[src/hdl/gdcr_pkg.sv]
package gdcr_pkg;

   localparam logic [1:0] MODE_HALT = 2'd1;
   localparam logic [1:0] MODE_TUNE = 2'd2;

   localparam logic [1:0] PAGE_BAR_TOP    = 2'd0;
   localparam logic [1:0] PAGE_BAR_BOTTOM = 2'd1;
   localparam logic [1:0] PAGE_TEXT       = 2'd2;
   localparam logic [1:0] PAGE_STATUS     = 2'd3;

   localparam logic [6:0] FIRST_COLUMN    = 7'd0;
   localparam logic [6:0] LAST_COLUMN     = 7'd127;
   localparam logic [6:0] STOP_TEXT_START = 7'd30;
   localparam logic [6:0] BAR_OFFSET      = 7'd3;
   localparam logic [6:0] BAR_SCALE       = 7'd120;

   localparam int PIPE_DEPTH = 3;

   typedef struct packed {
      logic [1:0]  mode;
      logic [1:0]  page;
      logic [6:0]  column;
      logic [6:0]  bar_end;
      logic [6:0]  marker;
      logic [11:0] speed_bcd;
      logic [11:0] target_bcd;
   } s1_type;

   typedef struct packed {
      logic       use_glyph;
      logic [5:0] slot;
      logic [2:0] gcol;
      logic       invert;
      logic [7:0] fill;
   } s2_type;

   function automatic logic [11:0] to_bcd(input logic [7:0] value);
      logic [19:0] sh;
      int n;
      sh = {12'd0, value};
      for (n = 0; n < 8; n++) begin
         if (sh[11:8] >= 4'd5) begin
            sh[11:8] = sh[11:8] + 4'd3;
         end
         if (sh[15:12] >= 4'd5) begin
            sh[15:12] = sh[15:12] + 4'd3;
         end
         if (sh[19:16] >= 4'd5) begin
            sh[19:16] = sh[19:16] + 4'd3;
         end
         sh = sh << 1;
      end
      return sh[19:8];
   endfunction

   // Scales 0..255 to 0..120 and adds the border offset; x/255 is formed as
   // (x + x/256 + 1)/256, which is exact for every product that can occur here.
   function automatic logic [6:0] scale_column(input logic [7:0] value);
      logic [14:0] prod;
      logic [15:0] sum;
      prod = 15'(value) * 15'(BAR_SCALE);
      sum  = 16'(prod) + 16'(prod[14:8]) + 16'd1;
      return sum[14:8] + BAR_OFFSET;
   endfunction

   function automatic logic [7:0] glyph_column(input logic [5:0] slot, input logic [2:0] gcol);
      logic [39:0] row;
      case (slot)
         6'd1:    row = {8'h00, 8'h00, 8'h00, 8'h5F, 8'h00};
         6'd2:    row = {8'h7C, 8'h12, 8'h11, 8'h12, 8'h7C};
         6'd3:    row = {8'h36, 8'h49, 8'h49, 8'h49, 8'h7F};
         6'd4:    row = {8'h22, 8'h41, 8'h41, 8'h41, 8'h3E};
         6'd5:    row = {8'h1C, 8'h22, 8'h41, 8'h41, 8'h7F};
         6'd6:    row = {8'h41, 8'h49, 8'h49, 8'h49, 8'h7F};
         6'd7:    row = {8'h01, 8'h09, 8'h09, 8'h09, 8'h7F};
         6'd8:    row = {8'h7A, 8'h49, 8'h49, 8'h41, 8'h3E};
         6'd9:    row = {8'h7F, 8'h08, 8'h08, 8'h08, 8'h7F};
         6'd10:   row = {8'h00, 8'h41, 8'h7F, 8'h41, 8'h00};
         6'd11:   row = {8'h01, 8'h3F, 8'h41, 8'h40, 8'h20};
         6'd12:   row = {8'h41, 8'h22, 8'h14, 8'h08, 8'h7F};
         6'd13:   row = {8'h40, 8'h40, 8'h40, 8'h40, 8'h7F};
         6'd14:   row = {8'h7F, 8'h02, 8'h0C, 8'h02, 8'h7F};
         6'd15:   row = {8'h7F, 8'h10, 8'h08, 8'h04, 8'h7F};
         6'd16:   row = {8'h3E, 8'h41, 8'h41, 8'h41, 8'h3E};
         6'd17:   row = {8'h06, 8'h09, 8'h09, 8'h09, 8'h7F};
         6'd18:   row = {8'h5E, 8'h21, 8'h51, 8'h41, 8'h3E};
         6'd19:   row = {8'h46, 8'h29, 8'h19, 8'h09, 8'h7F};
         6'd20:   row = {8'h31, 8'h49, 8'h49, 8'h49, 8'h46};
         6'd21:   row = {8'h01, 8'h01, 8'h7F, 8'h01, 8'h01};
         6'd22:   row = {8'h3F, 8'h40, 8'h40, 8'h40, 8'h3F};
         6'd23:   row = {8'h1F, 8'h20, 8'h40, 8'h20, 8'h1F};
         6'd24:   row = {8'h3F, 8'h40, 8'h38, 8'h40, 8'h3F};
         6'd25:   row = {8'h63, 8'h14, 8'h08, 8'h14, 8'h63};
         6'd26:   row = {8'h07, 8'h08, 8'h70, 8'h08, 8'h07};
         6'd27:   row = {8'h43, 8'h45, 8'h49, 8'h51, 8'h61};
         6'd28:   row = {8'h3E, 8'h45, 8'h49, 8'h51, 8'h3E};
         6'd29:   row = {8'h00, 8'h40, 8'h7F, 8'h42, 8'h00};
         6'd30:   row = {8'h46, 8'h49, 8'h51, 8'h61, 8'h42};
         6'd31:   row = {8'h31, 8'h4B, 8'h45, 8'h41, 8'h21};
         6'd32:   row = {8'h10, 8'h7F, 8'h12, 8'h14, 8'h18};
         6'd33:   row = {8'h39, 8'h45, 8'h45, 8'h45, 8'h27};
         6'd34:   row = {8'h30, 8'h49, 8'h49, 8'h4A, 8'h3C};
         6'd35:   row = {8'h03, 8'h05, 8'h09, 8'h71, 8'h01};
         6'd36:   row = {8'h36, 8'h49, 8'h49, 8'h49, 8'h36};
         6'd37:   row = {8'h1E, 8'h29, 8'h49, 8'h49, 8'h06};
         6'd38:   row = {8'h00, 8'h00, 8'h36, 8'h36, 8'h00};
         6'd39:   row = {8'h08, 8'h08, 8'h08, 8'h08, 8'h08};
         6'd40:   row = {8'h08, 8'h14, 8'h22, 8'h41, 8'h00};
         6'd41:   row = {8'h41, 8'h22, 8'h14, 8'h08, 8'h00};
         default: row = 40'd0;
      endcase
      if (gcol >= 3'd5) begin
         return 8'h00;
      end
      return row[{gcol, 3'b000} +: 8];
   endfunction

endpackage

[src/hdl/gdcr_locate.sv]
module gdcr_locate (
   input  gdcr_pkg::s1_type s1,
   output gdcr_pkg::s2_type s2
);

   typedef enum logic [2:0] {
      STR_SPD,
      STR_SPEED_NUM,
      STR_TGT,
      STR_TARGET_NUM,
      STR_STOP,
      STR_TUNE,
      STR_KP,
      STR_CRUISE
   } str_type;

   localparam logic [5:0] SLOT_DIGIT0 = 6'd28;

   localparam logic [7:0] FILL_FULL   = 8'hFF;
   localparam logic [7:0] FILL_MARKER = 8'hAA;
   localparam logic [7:0] FILL_TOP_STOP  = 8'h18;
   localparam logic [7:0] FILL_TOP_DOT   = 8'h10;
   localparam logic [7:0] FILL_LOW_STOP  = 8'h03;
   localparam logic [7:0] FILL_LOW_BAR   = 8'h07;
   localparam logic [7:0] FILL_LOW_DOT   = 8'h01;
   localparam logic [7:0] FILL_NONE      = 8'h00;

   localparam logic [5:0] SPD_TEXT [16] = '{6'd20, 6'd17, 6'd5, 6'd38, 6'd0, 6'd0, 6'd0, 6'd0,
                                            6'd0, 6'd0, 6'd0, 6'd0, 6'd0, 6'd0, 6'd0, 6'd0};
   localparam logic [5:0] TGT_TEXT [16] = '{6'd21, 6'd8, 6'd21, 6'd38, 6'd0, 6'd0, 6'd0, 6'd0,
                                            6'd0, 6'd0, 6'd0, 6'd0, 6'd0, 6'd0, 6'd0, 6'd0};
   localparam logic [5:0] STOP_TEXT [16] = '{6'd6, 6'd14, 6'd6, 6'd19, 6'd8, 6'd6, 6'd15, 6'd4,
                                             6'd26, 6'd0, 6'd20, 6'd21, 6'd16, 6'd17, 6'd0, 6'd0};
   localparam logic [5:0] TUNE_TEXT [16] = '{6'd21, 6'd22, 6'd15, 6'd6, 6'd0, 6'd12, 6'd17, 6'd38,
                                             6'd0, 6'd0, 6'd0, 6'd0, 6'd0, 6'd0, 6'd0, 6'd0};
   localparam logic [5:0] KP_TEXT [16] = '{6'd12, 6'd17, 6'd38, 6'd0, 6'd0, 6'd0, 6'd0, 6'd0,
                                           6'd0, 6'd0, 6'd0, 6'd0, 6'd0, 6'd0, 6'd0, 6'd0};
   localparam logic [5:0] CRUISE_TEXT [16] = '{6'd4, 6'd19, 6'd22, 6'd10, 6'd20, 6'd6, 6'd0, 6'd4,
                                               6'd21, 6'd19, 6'd13, 6'd0, 6'd0, 6'd0, 6'd0, 6'd0};

   function automatic logic [5:0] digit_slot(input logic [11:0] bcd, input logic [4:0] k);
      logic [3:0] d;
      case (k)
         5'd0:    d = bcd[11:8];
         5'd1:    d = bcd[7:4];
         default: d = bcd[3:0];
      endcase
      return SLOT_DIGIT0 + {2'b00, d};
   endfunction

   logic        stop;
   logic        tune;
   logic [7:0]  bar_fill;
   str_type     str;
   logic [6:0]  start;
   logic [6:0]  span;
   logic [6:0]  off;
   logic [12:0] kprod;
   logic [4:0]  k;
   logic [6:0]  k6;
   logic [6:0]  gcol_full;
   logic        hit;
   logic [5:0]  slot;
   logic        text_page;

   assign stop = (s1.mode == gdcr_pkg::MODE_HALT);
   assign tune = (s1.mode == gdcr_pkg::MODE_TUNE);
   assign text_page = (s1.page == gdcr_pkg::PAGE_TEXT) || (s1.page == gdcr_pkg::PAGE_STATUS);

   always_comb begin
      if (s1.column == gdcr_pkg::FIRST_COLUMN || s1.column == gdcr_pkg::LAST_COLUMN) begin
         bar_fill = FILL_FULL;
      end else if (s1.page == gdcr_pkg::PAGE_BAR_TOP) begin
         if (s1.column == s1.marker) begin
            bar_fill = FILL_MARKER;
         end else if (s1.column <= s1.bar_end) begin
            bar_fill = stop ? FILL_TOP_STOP : FILL_FULL;
         end else begin
            bar_fill = (s1.column[1:0] == 2'b00) ? FILL_TOP_DOT : FILL_NONE;
         end
      end else begin
         if (s1.column <= s1.bar_end) begin
            bar_fill = stop ? FILL_LOW_STOP : FILL_LOW_BAR;
         end else begin
            bar_fill = (s1.column[1:0] == 2'b00) ? FILL_LOW_DOT : FILL_NONE;
         end
      end
   end

   always_comb begin
      str   = STR_SPD;
      start = 7'd0;
      span  = 7'd24;
      if (s1.page == gdcr_pkg::PAGE_TEXT) begin
         if (stop) begin
            str   = STR_STOP;
            start = gdcr_pkg::STOP_TEXT_START;
            span  = 7'd84;
         end else if (tune) begin
            str   = STR_TUNE;
            span  = 7'd48;
         end else if (s1.column < 7'd26) begin
            str   = STR_SPD;
         end else if (s1.column < 7'd48) begin
            str   = STR_SPEED_NUM;
            start = 7'd26;
            span  = 7'd18;
         end else if (s1.column < 7'd74) begin
            str   = STR_TGT;
            start = 7'd48;
         end else begin
            str   = STR_TARGET_NUM;
            start = 7'd74;
            span  = 7'd18;
         end
      end else if (tune) begin
         str  = STR_KP;
         span = 7'd18;
      end else begin
         str  = STR_CRUISE;
         span = 7'd66;
      end
   end

   // Character index is off/6, taken as off*43/256, exact for off below 128.
   assign off       = s1.column - start;
   assign kprod     = 13'(off) * 13'd43;
   assign k         = kprod[12:8];
   assign k6        = 7'(k) * 7'd6;
   assign gcol_full = off - k6;
   assign hit       = (s1.column >= start) && (off < span);

   always_comb begin
      case (str)
         STR_SPD:        slot = SPD_TEXT[k[3:0]];
         STR_SPEED_NUM:  slot = digit_slot(s1.speed_bcd, k);
         STR_TGT:        slot = TGT_TEXT[k[3:0]];
         STR_TARGET_NUM: slot = digit_slot(s1.target_bcd, k);
         STR_STOP:       slot = STOP_TEXT[k[3:0]];
         STR_TUNE:       slot = TUNE_TEXT[k[3:0]];
         STR_KP:         slot = KP_TEXT[k[3:0]];
         STR_CRUISE:     slot = CRUISE_TEXT[k[3:0]];
         default:        slot = 6'd0;
      endcase
   end

   always_comb begin
      s2.use_glyph = text_page && hit;
      s2.slot      = slot;
      s2.gcol      = gcol_full[2:0];
      s2.invert    = (str == STR_STOP);
      if (text_page) begin
         s2.fill = (str == STR_STOP) ? FILL_FULL : FILL_NONE;
      end else begin
         s2.fill = bar_fill;
      end
   end

endmodule

[src/hdl/gauge_display_column_renderer_core.sv]
// Renders one 8-pixel column byte of a 128x32 page-mode gauge display for the
// requested page and column, from the speed, target and mode given with it. A
// request beat is taken on every cycle in which start is high, since busy is
// never raised; the matching result passes s1_ff, s2_ff and rsp_pixels_ff and
// appears on rsp_pixels with rsp_valid high for one cycle, in request order.
// The three stages are bar scaling and decimal conversion, text placement,
// and font lookup, so one column byte leaves per clock. Results cannot be
// held off, so the receiver must take every beat on the cycle it is shown.
module gauge_display_column_renderer_core (
   input  logic       clock,
   input  logic       reset,
   input  logic       start,
   output logic       busy,
   input  logic [7:0] req_speed,
   input  logic [7:0] req_target,
   input  logic [1:0] req_mode,
   input  logic [1:0] req_page,
   input  logic [6:0] req_column,
   output logic       rsp_valid,
   output logic [7:0] rsp_pixels
);

   logic             s1_valid_ff;
   gdcr_pkg::s1_type s1_ff;
   gdcr_pkg::s1_type s1_in;
   logic             s2_valid_ff;
   gdcr_pkg::s2_type s2_ff;
   gdcr_pkg::s2_type s2_in;
   logic             rsp_valid_ff;
   logic [7:0]       rsp_pixels_ff;
   logic [7:0]       rsp_pixels_in;
   logic [7:0]       glyph;

   assign busy = 1'b0;

   always_comb begin
      s1_in.mode       = req_mode;
      s1_in.page       = req_page;
      s1_in.column     = req_column;
      s1_in.bar_end    = gdcr_pkg::scale_column(req_speed);
      s1_in.marker     = gdcr_pkg::scale_column(req_target);
      s1_in.speed_bcd  = gdcr_pkg::to_bcd(req_speed);
      s1_in.target_bcd = gdcr_pkg::to_bcd(req_target);
   end

   gdcr_locate u_locate (
      .s1 (s1_ff),
      .s2 (s2_in)
   );

   assign glyph         = gdcr_pkg::glyph_column(s2_ff.slot, s2_ff.gcol);
   assign rsp_pixels_in = s2_ff.use_glyph ? (glyph ^ {8{s2_ff.invert}}) : s2_ff.fill;

   always_ff @(posedge clock) begin
      if (reset) begin
         s1_valid_ff  <= 1'b0;
         s2_valid_ff  <= 1'b0;
         rsp_valid_ff <= 1'b0;
      end else begin
         s1_valid_ff  <= start && !busy;
         s2_valid_ff  <= s1_valid_ff;
         rsp_valid_ff <= s2_valid_ff;
      end
   end

   always_ff @(posedge clock) begin
      s1_ff         <= s1_in;
      s2_ff         <= s2_in;
      rsp_pixels_ff <= rsp_pixels_in;
   end

   assign rsp_valid  = rsp_valid_ff;
   assign rsp_pixels = rsp_pixels_ff;

`ifndef SYNTHESIS
   a_rsp_follows_req: assert property (@(posedge clock) disable iff (reset)
      rsp_valid |-> $past(start, gdcr_pkg::PIPE_DEPTH))
      else $error("Result beat without a request beat three cycles earlier.");

   a_req_gives_rsp: assert property (@(posedge clock) disable iff (reset)
      start |-> ##3 rsp_valid)
      else $error("Request beat lost in the pipeline.");

   a_border_full: assert property (@(posedge clock) disable iff (reset)
      rsp_valid && $past(req_page, gdcr_pkg::PIPE_DEPTH) == gdcr_pkg::PAGE_BAR_TOP
      && $past(req_column, gdcr_pkg::PIPE_DEPTH) == gdcr_pkg::FIRST_COLUMN
      |-> rsp_pixels == 8'hFF)
      else $error("Bar border column not fully lit.");

   a_stop_background: assert property (@(posedge clock) disable iff (reset)
      rsp_valid && $past(req_page, gdcr_pkg::PIPE_DEPTH) == gdcr_pkg::PAGE_TEXT
      && $past(req_mode, gdcr_pkg::PIPE_DEPTH) == gdcr_pkg::MODE_HALT
      && $past(req_column, gdcr_pkg::PIPE_DEPTH) < gdcr_pkg::STOP_TEXT_START
      |-> rsp_pixels == 8'hFF)
      else $error("Stop banner background not white left of the text.");
`endif

endmodule
[config.mk]
export PLATFORM = sky130hd
export DESIGN_NAME = gauge_display_column_renderer_core
export DESIGN_NICKNAME = d
export VERILOG_FILES = /design/src/hdl/gdcr_pkg.sv /design/src/hdl/gdcr_locate.sv /design/src/hdl/gauge_display_column_renderer_core.sv
export SDC_FILE = /design/constraint.sdc
export NUM_CORES = 1
export LEC_CHECK = 0
export BUFFER_PORTS_ARGS = -buffer_cell sky130_fd_sc_hd__clkbuf_2
export CAP_MARGIN = 40
export CELL_PAD_IN_SITES_DETAIL_PLACEMENT = 0
export CELL_PAD_IN_SITES_GLOBAL_PLACEMENT = 1
export CORE_MARGIN = 4
export CORE_UTILIZATION = 53
export DETAILED_ROUTE_END_ITERATION = 10
export PLACE_DENSITY_LB_ADDON = 0.1
export SLEW_MARGIN = 20
export SYNTH_ARGS = -nofsm -noshare
export SYNTH_HDL_FRONTEND = slang
export SYNTH_SLANG_ARGS = --single-unit
export TNS_END_PERCENT = 50
[constraint.sdc]
create_clock -name clock -period 16.6 [get_ports clock]
set_input_delay 1.66 -clock clock [delete_from_list [all_inputs] [get_ports clock]]
set_output_delay 1.66 -clock clock [all_outputs]
set_load 0.03 [all_outputs]
==> impl_metrics.csv, run 1 <==
group,metric,value,unit
outcome,outcome,"completed",
critical_path,startpoint_type,"flop",
detailed_routing,routed_wl,26700,µm
clock_network,cts_tree,"built",
synth,yosysWarnings,0,
critical_path,cp_top_family,"adder cells",
global_routing,antenna_found_initial,0,
global_routing,grt_pass1_wl,44500,µm
critical_path,cp-end-kind,"flop",
synth,ys.flop_type,"dfxtp_1",
layout,diodes,0,
placement,globalplace.congestion,0.948,
global_routing,grt-ovfl-total,0,
synth,synthArstFlopShare,0,
timing,maxSlewHeadroom,0.459,
clock_network,cts_buffer_depth,2,
placement,dpl_cell_area,10700,µm²
detailed_routing,via_count,9125,
critical_path,crit_slowest_cell,"ha_1",
die,die_y,148,µm
critical_path,required,16.83,ns
clock_network,cts_hold_buf,0,
die,rows,51,
synth,synth_top_area_share,0.197,
worst_hold_path,hp-class,"reg2reg",
synth,synth-compound-area-share,0.247,
synth,synth_cell_type_count,96,
synth,ys_top_cells_by_count,"ha_1 (143), inv_1 (104), dfxtp_1 (103)",
layout,fin_util,0.571,
synth,synthSimpleGateAreaFrac,0.147,
synth,yosysSeqAreaShare,0.197,
critical_path,worst_setup_path_startpoint,"s1_ff[42]",
clock_network,ctsResizeCount,0,
critical_path,max_stage_delay,0.59,ns
worst_hold_path,min-delay-start,"s2_valid_ff",
synth,syn_area_per_cell,8.43,µm²
timing,period_share,0.593,
global_routing,grt.total_usage,0.247,
timing,rsz0062_at_grt,"no",
synth,yosys-top-cells-area,"dfxtp_1 (20%), ha_1 (17%), fa_1 (6.3%), xnor2_1 (4.3%), a21oi_1 (4.1%)",
synth,ys_ff_latch,103,
global_routing,grt_pass1_vias,8661,
detailed_routing,drc,0,
clock_network,post_cts_buffers,0,
critical_path,r2r-start,"s1_ff[42]",
layout,finalNetCount,1446,
die,die_x,148,µm
timing,hold_viol,0,
global_routing,grt_max_degree,64,
timing,finalSetupViolCount,0,
clock_network,clkSlewWorstSetupHoldPaths,0.08,ns
synth,synth_xor_area_frac,0.0562,
detailed_routing,vias_per_cell,6.04,
detailed_routing,dr.pass1.iters,6,
timing,tightest_slew,0.809,ns
critical_path,path_buf_inv,6,
timing,final_max_slew_viol_count,0,
synth,synthMuxAreaShare,0.0498,
critical_path,critPathKind,"reg2reg",
timing,fin_tns_setup,0,ns
placement,dp_hpwl,20700,µm
run,maxCapViolations,0,
detailed_routing,drt_iter0_drc,893,
critical_path,worstPathMaxFanout,15,
synth,synthAdderAreaFrac,0.236,
synth,yosysTopAreaCell,"dfxtp_1",
timing,fin_crit,9.85,ns
clock_network,numCtsBuffers,9,
timing,whs,0.441,ns
synth,syn_area,10400,µm²
synth,synth_top_family_by_area,"compound AO/OA/AOI/OAI gates",
die,initial_utilization,0.538,
detailed_routing,wl_per_cell,17.7,µm
die,die-area,22000,µm²
synth,synth_edf_count,0,
synth,syn_nets,1445,
layout,area.growth.synth_to_final,6.04,%
clock_network,htreeDepth,3,
clock_network,root_buffer,"clkbuf_16",
clock_network,worstSkewPairLatency,0.36,ns
timing,fmax,102,MHz
layout,final_area,11100,µm²
die,core,19400,µm²
timing,skew,0.00795,ns
critical_path,cp.arrival,10.08,ns
clock_network,clock-sinks,103,
synth,yosysMostFrequentCell,"ha_1",
die,pin_count,40,
detailed_routing,ant_nets,0,
placement,port_buffers,38,
layout,drive_gt1_frac,0.0924,
critical_path,cpMostUsedCell,"inv_1",
synth,syn_inst,1239,
[stage by stage]
step	std cells	setup slack, ns
floorplan	1239	8.65
global placement	1492	7.17
detailed placement	1494	6.95
CTS	1510	6.89
global route	1510	5.96
finish	1510	6.75
[final timing paths]
kind | end | depth (start not counted) | slack (ns)
min | rsp_valid | 1 | 0.44
max reg2reg | flop | 35 | 6.75
max | flop | 35 | 6.75
min reg2reg | rsp_valid | 1 | 0.44
[layer usage]
layer,up-vias,GRT usage,wire length [µm]
met5,-,0,0
met4,0,0.0661,414
met3,36,0.0229,1690
met2,363,0.406,12600
met1,4263,0.349,12000
li1,4463,-,-
[cell families after synthesis]
group,after synthesis
muxes,42
xor gates and xnor gates,67
DFF,103
AOI/OAI and AO/OA,372
adders and majority gates,178
other,1
buffers and inverters,162
and+or+nand+nor,314
[layout make-up]
type | count | area [µm²]
fill | 1855 | 8320
multi-input combinational | 974 | 7700
sequential | 103 | 2060
inverter | 108 | 405
tap | 265 | 332
timing repair buffer | 44 | 235
clock buffer | 9 | 225
clock inverter | 7 | 111
[placed cells by master (no fill, tap or decap), types with 5 or more instances in the layout]
| cell | count |
|---|---|
| nand2b_1 | 18 |
| ha_1 | 143 |
| and3_1 | 6 |
| xnor2_1 | 51 |
| o22ai_1 | 9 |
| buf_4 | 6 |
| o21ai_0 | 66 |
| a21boi_0 | 7 |
| nor3_1 | 23 |
| and2_1 | 5 |
| nand4_1 | 11 |
| fa_1 | 33 |
| o21bai_1 | 16 |
| inv_1 | 104 |
| a21oi_1 | 85 |
| or3_1 | 5 |
| a311oi_1 | 5 |
| nand3_1 | 20 |
| mux2i_1 | 25 |
| a32oi_1 | 5 |
| clkbuf_2 | 38 |
| mux2_2 | 9 |
| o211a_1 | 5 |
| o211ai_1 | 19 |
| xor2_1 | 16 |
| o21a_1 | 7 |
| a31oi_1 | 20 |
| nor2b_1 | 18 |
| nor2_1 | 80 |
| a22oi_1 | 9 |
| mux4_2 | 7 |
| nand2_1 | 96 |
| dfxtp_1 | 103 |
| a21o_1 | 24 |
| clkbuf_16 | 9 |
| a211oi_1 | 12 |
| a221o_1 | 5 |
| o32ai_1 | 6 |
| nand3b_1 | 5 |
Power of run 1 is not shown: default switching activity piles up to over one toggle a cycle in this logic, so the estimate is an artifact.
==> run 2: changes to the inputs <==
--- a/config.mk
+++ b/config.mk
@@ -5,12 +5,13 @@
 export SDC_FILE = /design/constraint.sdc
 export NUM_CORES = 1
 export LEC_CHECK = 0
+export ABC_AREA = 1
 export BUFFER_PORTS_ARGS = -buffer_cell sky130_fd_sc_hd__clkbuf_2
 export CAP_MARGIN = 40
 export CELL_PAD_IN_SITES_DETAIL_PLACEMENT = 0
 export CELL_PAD_IN_SITES_GLOBAL_PLACEMENT = 1
 export CORE_MARGIN = 4
-export CORE_UTILIZATION = 53
+export CORE_UTILIZATION = 47
 export DETAILED_ROUTE_END_ITERATION = 10
 export PLACE_DENSITY_LB_ADDON = 0.1
 export SLEW_MARGIN = 20
==> constraint.sdc (replaced) <==
create_clock -name clock -period 9.8 [get_ports clock]
set_input_delay 0.98 -clock clock [delete_from_list [all_inputs] [get_ports clock]]
set_output_delay 0.98 -clock clock [all_outputs]
set_load 0.03 [all_outputs]
==> run 2 against run 1 <==
  * Via count grew 8.5%
  * Sequential cell count is the same
  * Synthesized cell count grew 26%
  * Design area grew 1.8%
  * Largest cell class unchanged
  * Die area grew 14%
  * Final cell count grew 24%
  * Critical path depth grew 3
  * Maximum frequency grew 16%
  * Worst hold slack lost 0.034 ns
  * Clock skew grew 0.0050 ns
  * Synthesized area grew 1.7%
==> impl_metrics.csv, run 2 <==
group,metric,value,unit
timing,rsz0062_at_grt,"no",
critical_path,cp.arrival,8.79,ns
outcome,outcome,"completed",
clock_network,worstSkewPairLatency,0.36,ns
detailed_routing,drc,0,
die,initial_utilization,0.482,
global_routing,grt-ovfl-total,0,
detailed_routing,drt_iter0_drc,833,
critical_path,startpoint_type,"flop",
synth,ys.flop_type,"dfxtp_1",
detailed_routing,vias_per_cell,5.30,
die,rows,54,
critical_path,cp_top_family,"adder cells",
critical_path,cpMostUsedCell,"inv_1",
critical_path,critPathKind,"reg2reg",
layout,most-common-layout-cells,"nand2_1 (416), inv_1 (234), ha_1 (143), nand3_1 (140), dfxtp_1 (103)",
placement,dp_slack,1.47,ns
synth,synth_edf_count,0,
die,die-area,25100,µm²
clock_network,numCtsBuffers,9,
synth,ys_ff_latch,103,
detailed_routing,dr.pass1.iters,5,
layout,finalNetCount,1787,
detailed_routing,wl_per_cell,14.4,µm
detailed_routing,via_count,9897,
layout,diodes,0,
die,die_y,158,µm
synth,syn_area,10600,µm²
synth,yosysSeqAreaShare,0.194,
synth,synth_cell_type_count,59,
clock_network,root_buffer,"clkbuf_16",
die,core,22000,µm²
clock_network,post_cts_buffers,0,
clock_network,cts_buffer_depth,2,
worst_hold_path,hp-class,"reg2reg",
timing,fin_tns_setup,0,ns
placement,globalplace.congestion,0.976,
timing,fin_crit,8.51,ns
critical_path,required,10.08,ns
timing,finalSetupViolCount,0,
synth,yosysTopAreaCell,"dfxtp_1",
clock_network,clock-sinks,103,
die,pin_count,40,
layout,fill_cells,2236,
clock_network,cts_tree,"built",
layout,drive_gt1_frac,0.0889,
global_routing,grt.total_usage,0.219,
layout,finalNonFillerCells,1866,
clock_network,ctsResizeCount,0,
layout,final_common_cell,"nand2_1",
global_routing,grt_pass1_wl,44700,µm
timing,fin_ws,1.29,ns
clock_network,clkSlewWorstSetupHoldPaths,0.08,ns
clock_network,cts_hold_buf,0,
placement,dp_hpwl,22100,µm
critical_path,path_buf_inv,7,
critical_path,cp-end-kind,"flop",
detailed_routing,routed_wl,27000,µm
critical_path,crit_slowest_cell,"fa_1",
detailed_routing,ant_nets,0,
die,die_x,158,µm
global_routing,grt_max_degree,38,
global_routing,antenna_found_initial,0,
timing,fmax,118,MHz
layout,area.growth.synth_to_final,6.21,%
critical_path,max_stage_delay,0.54,ns
synth,yosysWarnings,0,
synth,yosys-top-cells-area,"dfxtp_1 (19%), ha_1 (17%), nand2_1 (15%), inv_1 (8.3%), nand3_1 (6.6%)",
layout,multi_input_area,7420,µm²
timing,period_share,0.868,
synth,synthArstFlopShare,0,
layout,ff_latch_area,2060,µm²
run,maxCapViolations,0,
synth,syn_area_per_cell,6.83,µm²
synth,yosysMostFrequentCell,"nand2_1",
timing,maxSlewHeadroom,0.511,
placement,dp_cells,1850,
timing,final_max_slew_viol_count,0,
synth,ys_top_cells_by_count,"nand2_1 (416), inv_1 (234), ha_1 (143)",
synth,syn_inst,1555,
timing,hold_viol,0,
timing,tightest_slew,0.731,ns
critical_path,worstPathMaxFanout,37,
global_routing,grt_pass1_vias,9156,
clock_network,htreeDepth,3,
placement,port_buffers,38,
synth,synth_top_area_share,0.194,
timing,skew,0.0130,ns
synth,syn_nets,1761,
==> run 2: cell types whose count changed after synthesis, moves of 19 or more <==
cell / change
inv_1: +130
xnor2_1: -40
nand2_1: +320
nand3_1: +120
a21o_1: -21
a21oi_1: -28
mux2i_1: -25
xor2_1: +19
o21ai_1: +22
==> run 2: path summary, 6_finish.rpt <==
kind         cells past startpoint  slack (ns)   startpoint          end
max                             38        1.29    s1_ff[44]         flop
min                              2        0.41  s1_valid_ff  s2_valid_ff
max reg2reg                     38        1.29    s1_ff[44]         flop
min reg2reg                      2        0.41  s1_valid_ff  s2_valid_ff
==> run 2: stage by stage <==
| step | hold slack, ns | area [µm²] | util |
|---|---|---|---|
| 5_1_grt | 0.418 | 11300 | 0.512 |
| 3_3_place_gp | 0.392 | 11000 | 0.499 |
| 2_1_floorplan | 0.388 | 10600 | - |
| 6_report | 0.407 | 11300 | 0.512 |
| 4_1_cts | 0.409 | 11300 | 0.512 |
| 3_5_place_dp | 0.395 | 11000 | 0.499 |
==> run 2: final cells by class <==
cell class | instances | share of cell area
Sequential cell | 103 | 0.183
Tap cell | 280 | 0.0311
Inverter | 251 | 0.0840
Timing Repair Buffer | 40 | 0.0182
Clock buffer | 10 | 0.0212
Clock inverter | 6 | 0.00455
Multi-Input combinational cell | 1176 | 0.658
==> run 2: worst min-delay path, stage by stage, from the launching register on <==
cell and delay, ns:
dfxtp_1 0.30, inv_1 0.04, nor2_1 0.03
==> run 2: cells by family after synthesis <==
| logic type | synth area share |
|---|---|
| AND/OR/NAND/NOR | 0.312 |
| buffers and inverters | 0.107 |
| AO/OA/AOI/OAI | 0.119 |
| adder cells (fa/ha/maj) | 0.231 |
| flip-flops | 0.194 |
| XOR/XNOR | 0.0379 |
| other | 0.000353 |
==> run 2: metal layers <==
metal,wire (µm),vias to the layer above,GRT usage
met5,0,-,0
met4,606,0,0.0577
met3,1570,48,0.0242
met2,12300,321,0.360
met1,12500,4454,0.307
li1,-,5074,-
Power of run 2 is left out for the same reason.
==> run 3: changes to the inputs <==
--- a/config.mk
+++ b/config.mk
@@ -5,15 +5,14 @@
 export SDC_FILE = /design/constraint.sdc
 export NUM_CORES = 1
 export LEC_CHECK = 0
-export ABC_AREA = 1
 export BUFFER_PORTS_ARGS = -buffer_cell sky130_fd_sc_hd__clkbuf_2
 export CAP_MARGIN = 40
 export CELL_PAD_IN_SITES_DETAIL_PLACEMENT = 0
 export CELL_PAD_IN_SITES_GLOBAL_PLACEMENT = 1
 export CORE_MARGIN = 4
-export CORE_UTILIZATION = 47
+export CORE_UTILIZATION = 49
 export DETAILED_ROUTE_END_ITERATION = 10
-export PLACE_DENSITY_LB_ADDON = 0.1
+export PLACE_DENSITY = 0.92
 export SLEW_MARGIN = 20
 export SYNTH_ARGS = -nofsm -noshare
 export SYNTH_HDL_FRONTEND = slang
==> run 3 against run 2 <==
  * Global-route usage increased by 0.68 points
  * Largest cell class unchanged
  * Via count is 6.5% lower
  * Sequential share of layout area increased by 0.22 points
  * Design area decreased by 1.2%
==> impl_metrics.csv, run 3 (synthesis gave the netlist of run 1 again) <==
group,metric,value,unit
critical_path,cp.arrival,9.45,ns
timing,period_share,0.940,
clock_network,numCtsBuffers,9,
clock_network,post_cts_buffers,0,
timing,rsz0062_at_grt,"no",
timing,fin_tns_setup,0,ns
critical_path,cp-end-kind,"flop",
layout,final_common_cell,"ha_1",
detailed_routing,dr.pass1.iters,7,
die,die-area,23700,µm²
clock_network,cts_hold_buf,0,
clock_network,cts_buffer_depth,2,
die,pin_count,40,
timing,finalSetupViolCount,0,
global_routing,grt_max_degree,40,
run,maxCapViolations,0,
placement,dp_hpwl,20500,µm
timing,final_max_slew_viol_count,0,
timing,maxSlewHeadroom,0.422,
detailed_routing,wl_per_cell,17.6,µm
clock_network,cts_tree,"built",
die,core,21000,µm²
layout,fill_cells,1930,
worst_hold_path,hp-class,"reg2reg",
layout,drive_gt1_frac,0.100,
detailed_routing,ant_nets,0,
die,die_y,154,µm
critical_path,critPathKind,"reg2reg",
critical_path,crit_slowest_cell,"dfxtp_1",
layout,finalNetCount,1457,
timing,tightest_slew,0.860,ns
layout,most-common-layout-cells,"ha_1 (143), inv_1 (104), dfxtp_1 (103), nand2_1 (96), a21oi_1 (85)",
clock_network,worstSkewPairLatency,0.37,ns
timing,skew,0.0122,ns
critical_path,required,10.04,ns
die,die_x,154,µm
clock_network,htreeDepth,3,
layout,area.growth.synth_to_final,6.70,%
global_routing,grt_pass1_vias,8757,
timing,hold_viol,0,
global_routing,grt-ovfl-total,0,
clock_network,root_buffer,"clkbuf_16",
global_routing,antenna_found_initial,0,
clock_network,clkSlewWorstSetupHoldPaths,0.08,ns
clock_network,clock-sinks,103,
critical_path,startpoint_type,"flop",
die,initial_utilization,0.497,
detailed_routing,vias_per_cell,6.05,
critical_path,worstPathMaxFanout,12,
die,rows,53,
detailed_routing,drc,0,
timing,fin_crit,9.21,ns
global_routing,grt_pass1_wl,44500,µm
detailed_routing,via_count,9256,
layout,diodes,0,
timing,fmax,109,MHz
critical_path,max_stage_delay,0.58,ns
global_routing,grt.total_usage,0.226,
detailed_routing,drt_iter0_drc,1065,
placement,port_buffers,38,
critical_path,cpMostUsedCell,"inv_1",
detailed_routing,routed_wl,27000,µm
placement,globalplace.congestion,1.01,
outcome,outcome,"completed",
[run 3: layout make-up]
class,count,area (µm²),share of cell area
clock buffer,9,225,0.0202
clock inverter,7,83.8,0.00752
inverter,108,405,0.0364
multi-input combinational,975,7710,0.692
sequential,103,2060,0.185
tap,275,344,0.0309
timing repair buffer,54,310,0.0278
[run 3: path summary, 6_finish.rpt]
path,endpoint,start,cells after the start,slack [ns]
worst max-delay path,flop,s1_ff[42],37,0.59
worst min-delay path,rsp_valid,s2_valid_ff,1,0.45
worst max register to register,flop,s1_ff[42],37,0.59
worst min register to register,rsp_valid,s2_valid_ff,1,0.45
[run 3: layer usage]
layer	GRT usage	part of all wire	wire length, µm	vias to the layer above
met3	0.0324	0.086	2310	71
met5	0	0	0	-
met2	0.370	0.46	12300	448
met4	0.0698	0.028	746	0
met1	0.307	0.43	11600	4253
li1	-	-	-	4484
[run 3: stage by stage]
stage | hold slack, ns | worst slack [ns] | instance area (µm²) | utilization | std cells
4_1_cts | 0.455 | 0.741 | 11100 | 0.530 | 1530
3_3_place_gp | 0.419 | 0.828 | 10800 | 0.515 | 1514
2_1_floorplan | 0.414 | 1.85 | 10400 | - | 1239
5_1_grt | 0.458 | 0.00330 | 11100 | 0.530 | 1531
3_5_place_dp | 0.434 | 0.755 | 10800 | 0.515 | 1514
6_report | 0.451 | 0.592 | 11100 | 0.530 | 1531
[run 3: what timing repair did]
action / in CTS / in global routing
endpoints found under the setup margin: 0 / 4
resized for setup: 0 / 1
endpoints found under the hold margin: 0 / 0
[run 3: critical path, delay by kind of cell, from the launching register on]
family	cells	cell delay, ns
buffers and inverters	8	1.06
and+or+nand+nor	11	2.51
DFF	1	0.58
adders and majority gates	8	2.87
AOI/OAI and AO/OA	9	1.66
xor gates and xnor gates	1	0.40
Power of run 3 is left out for the same reason.
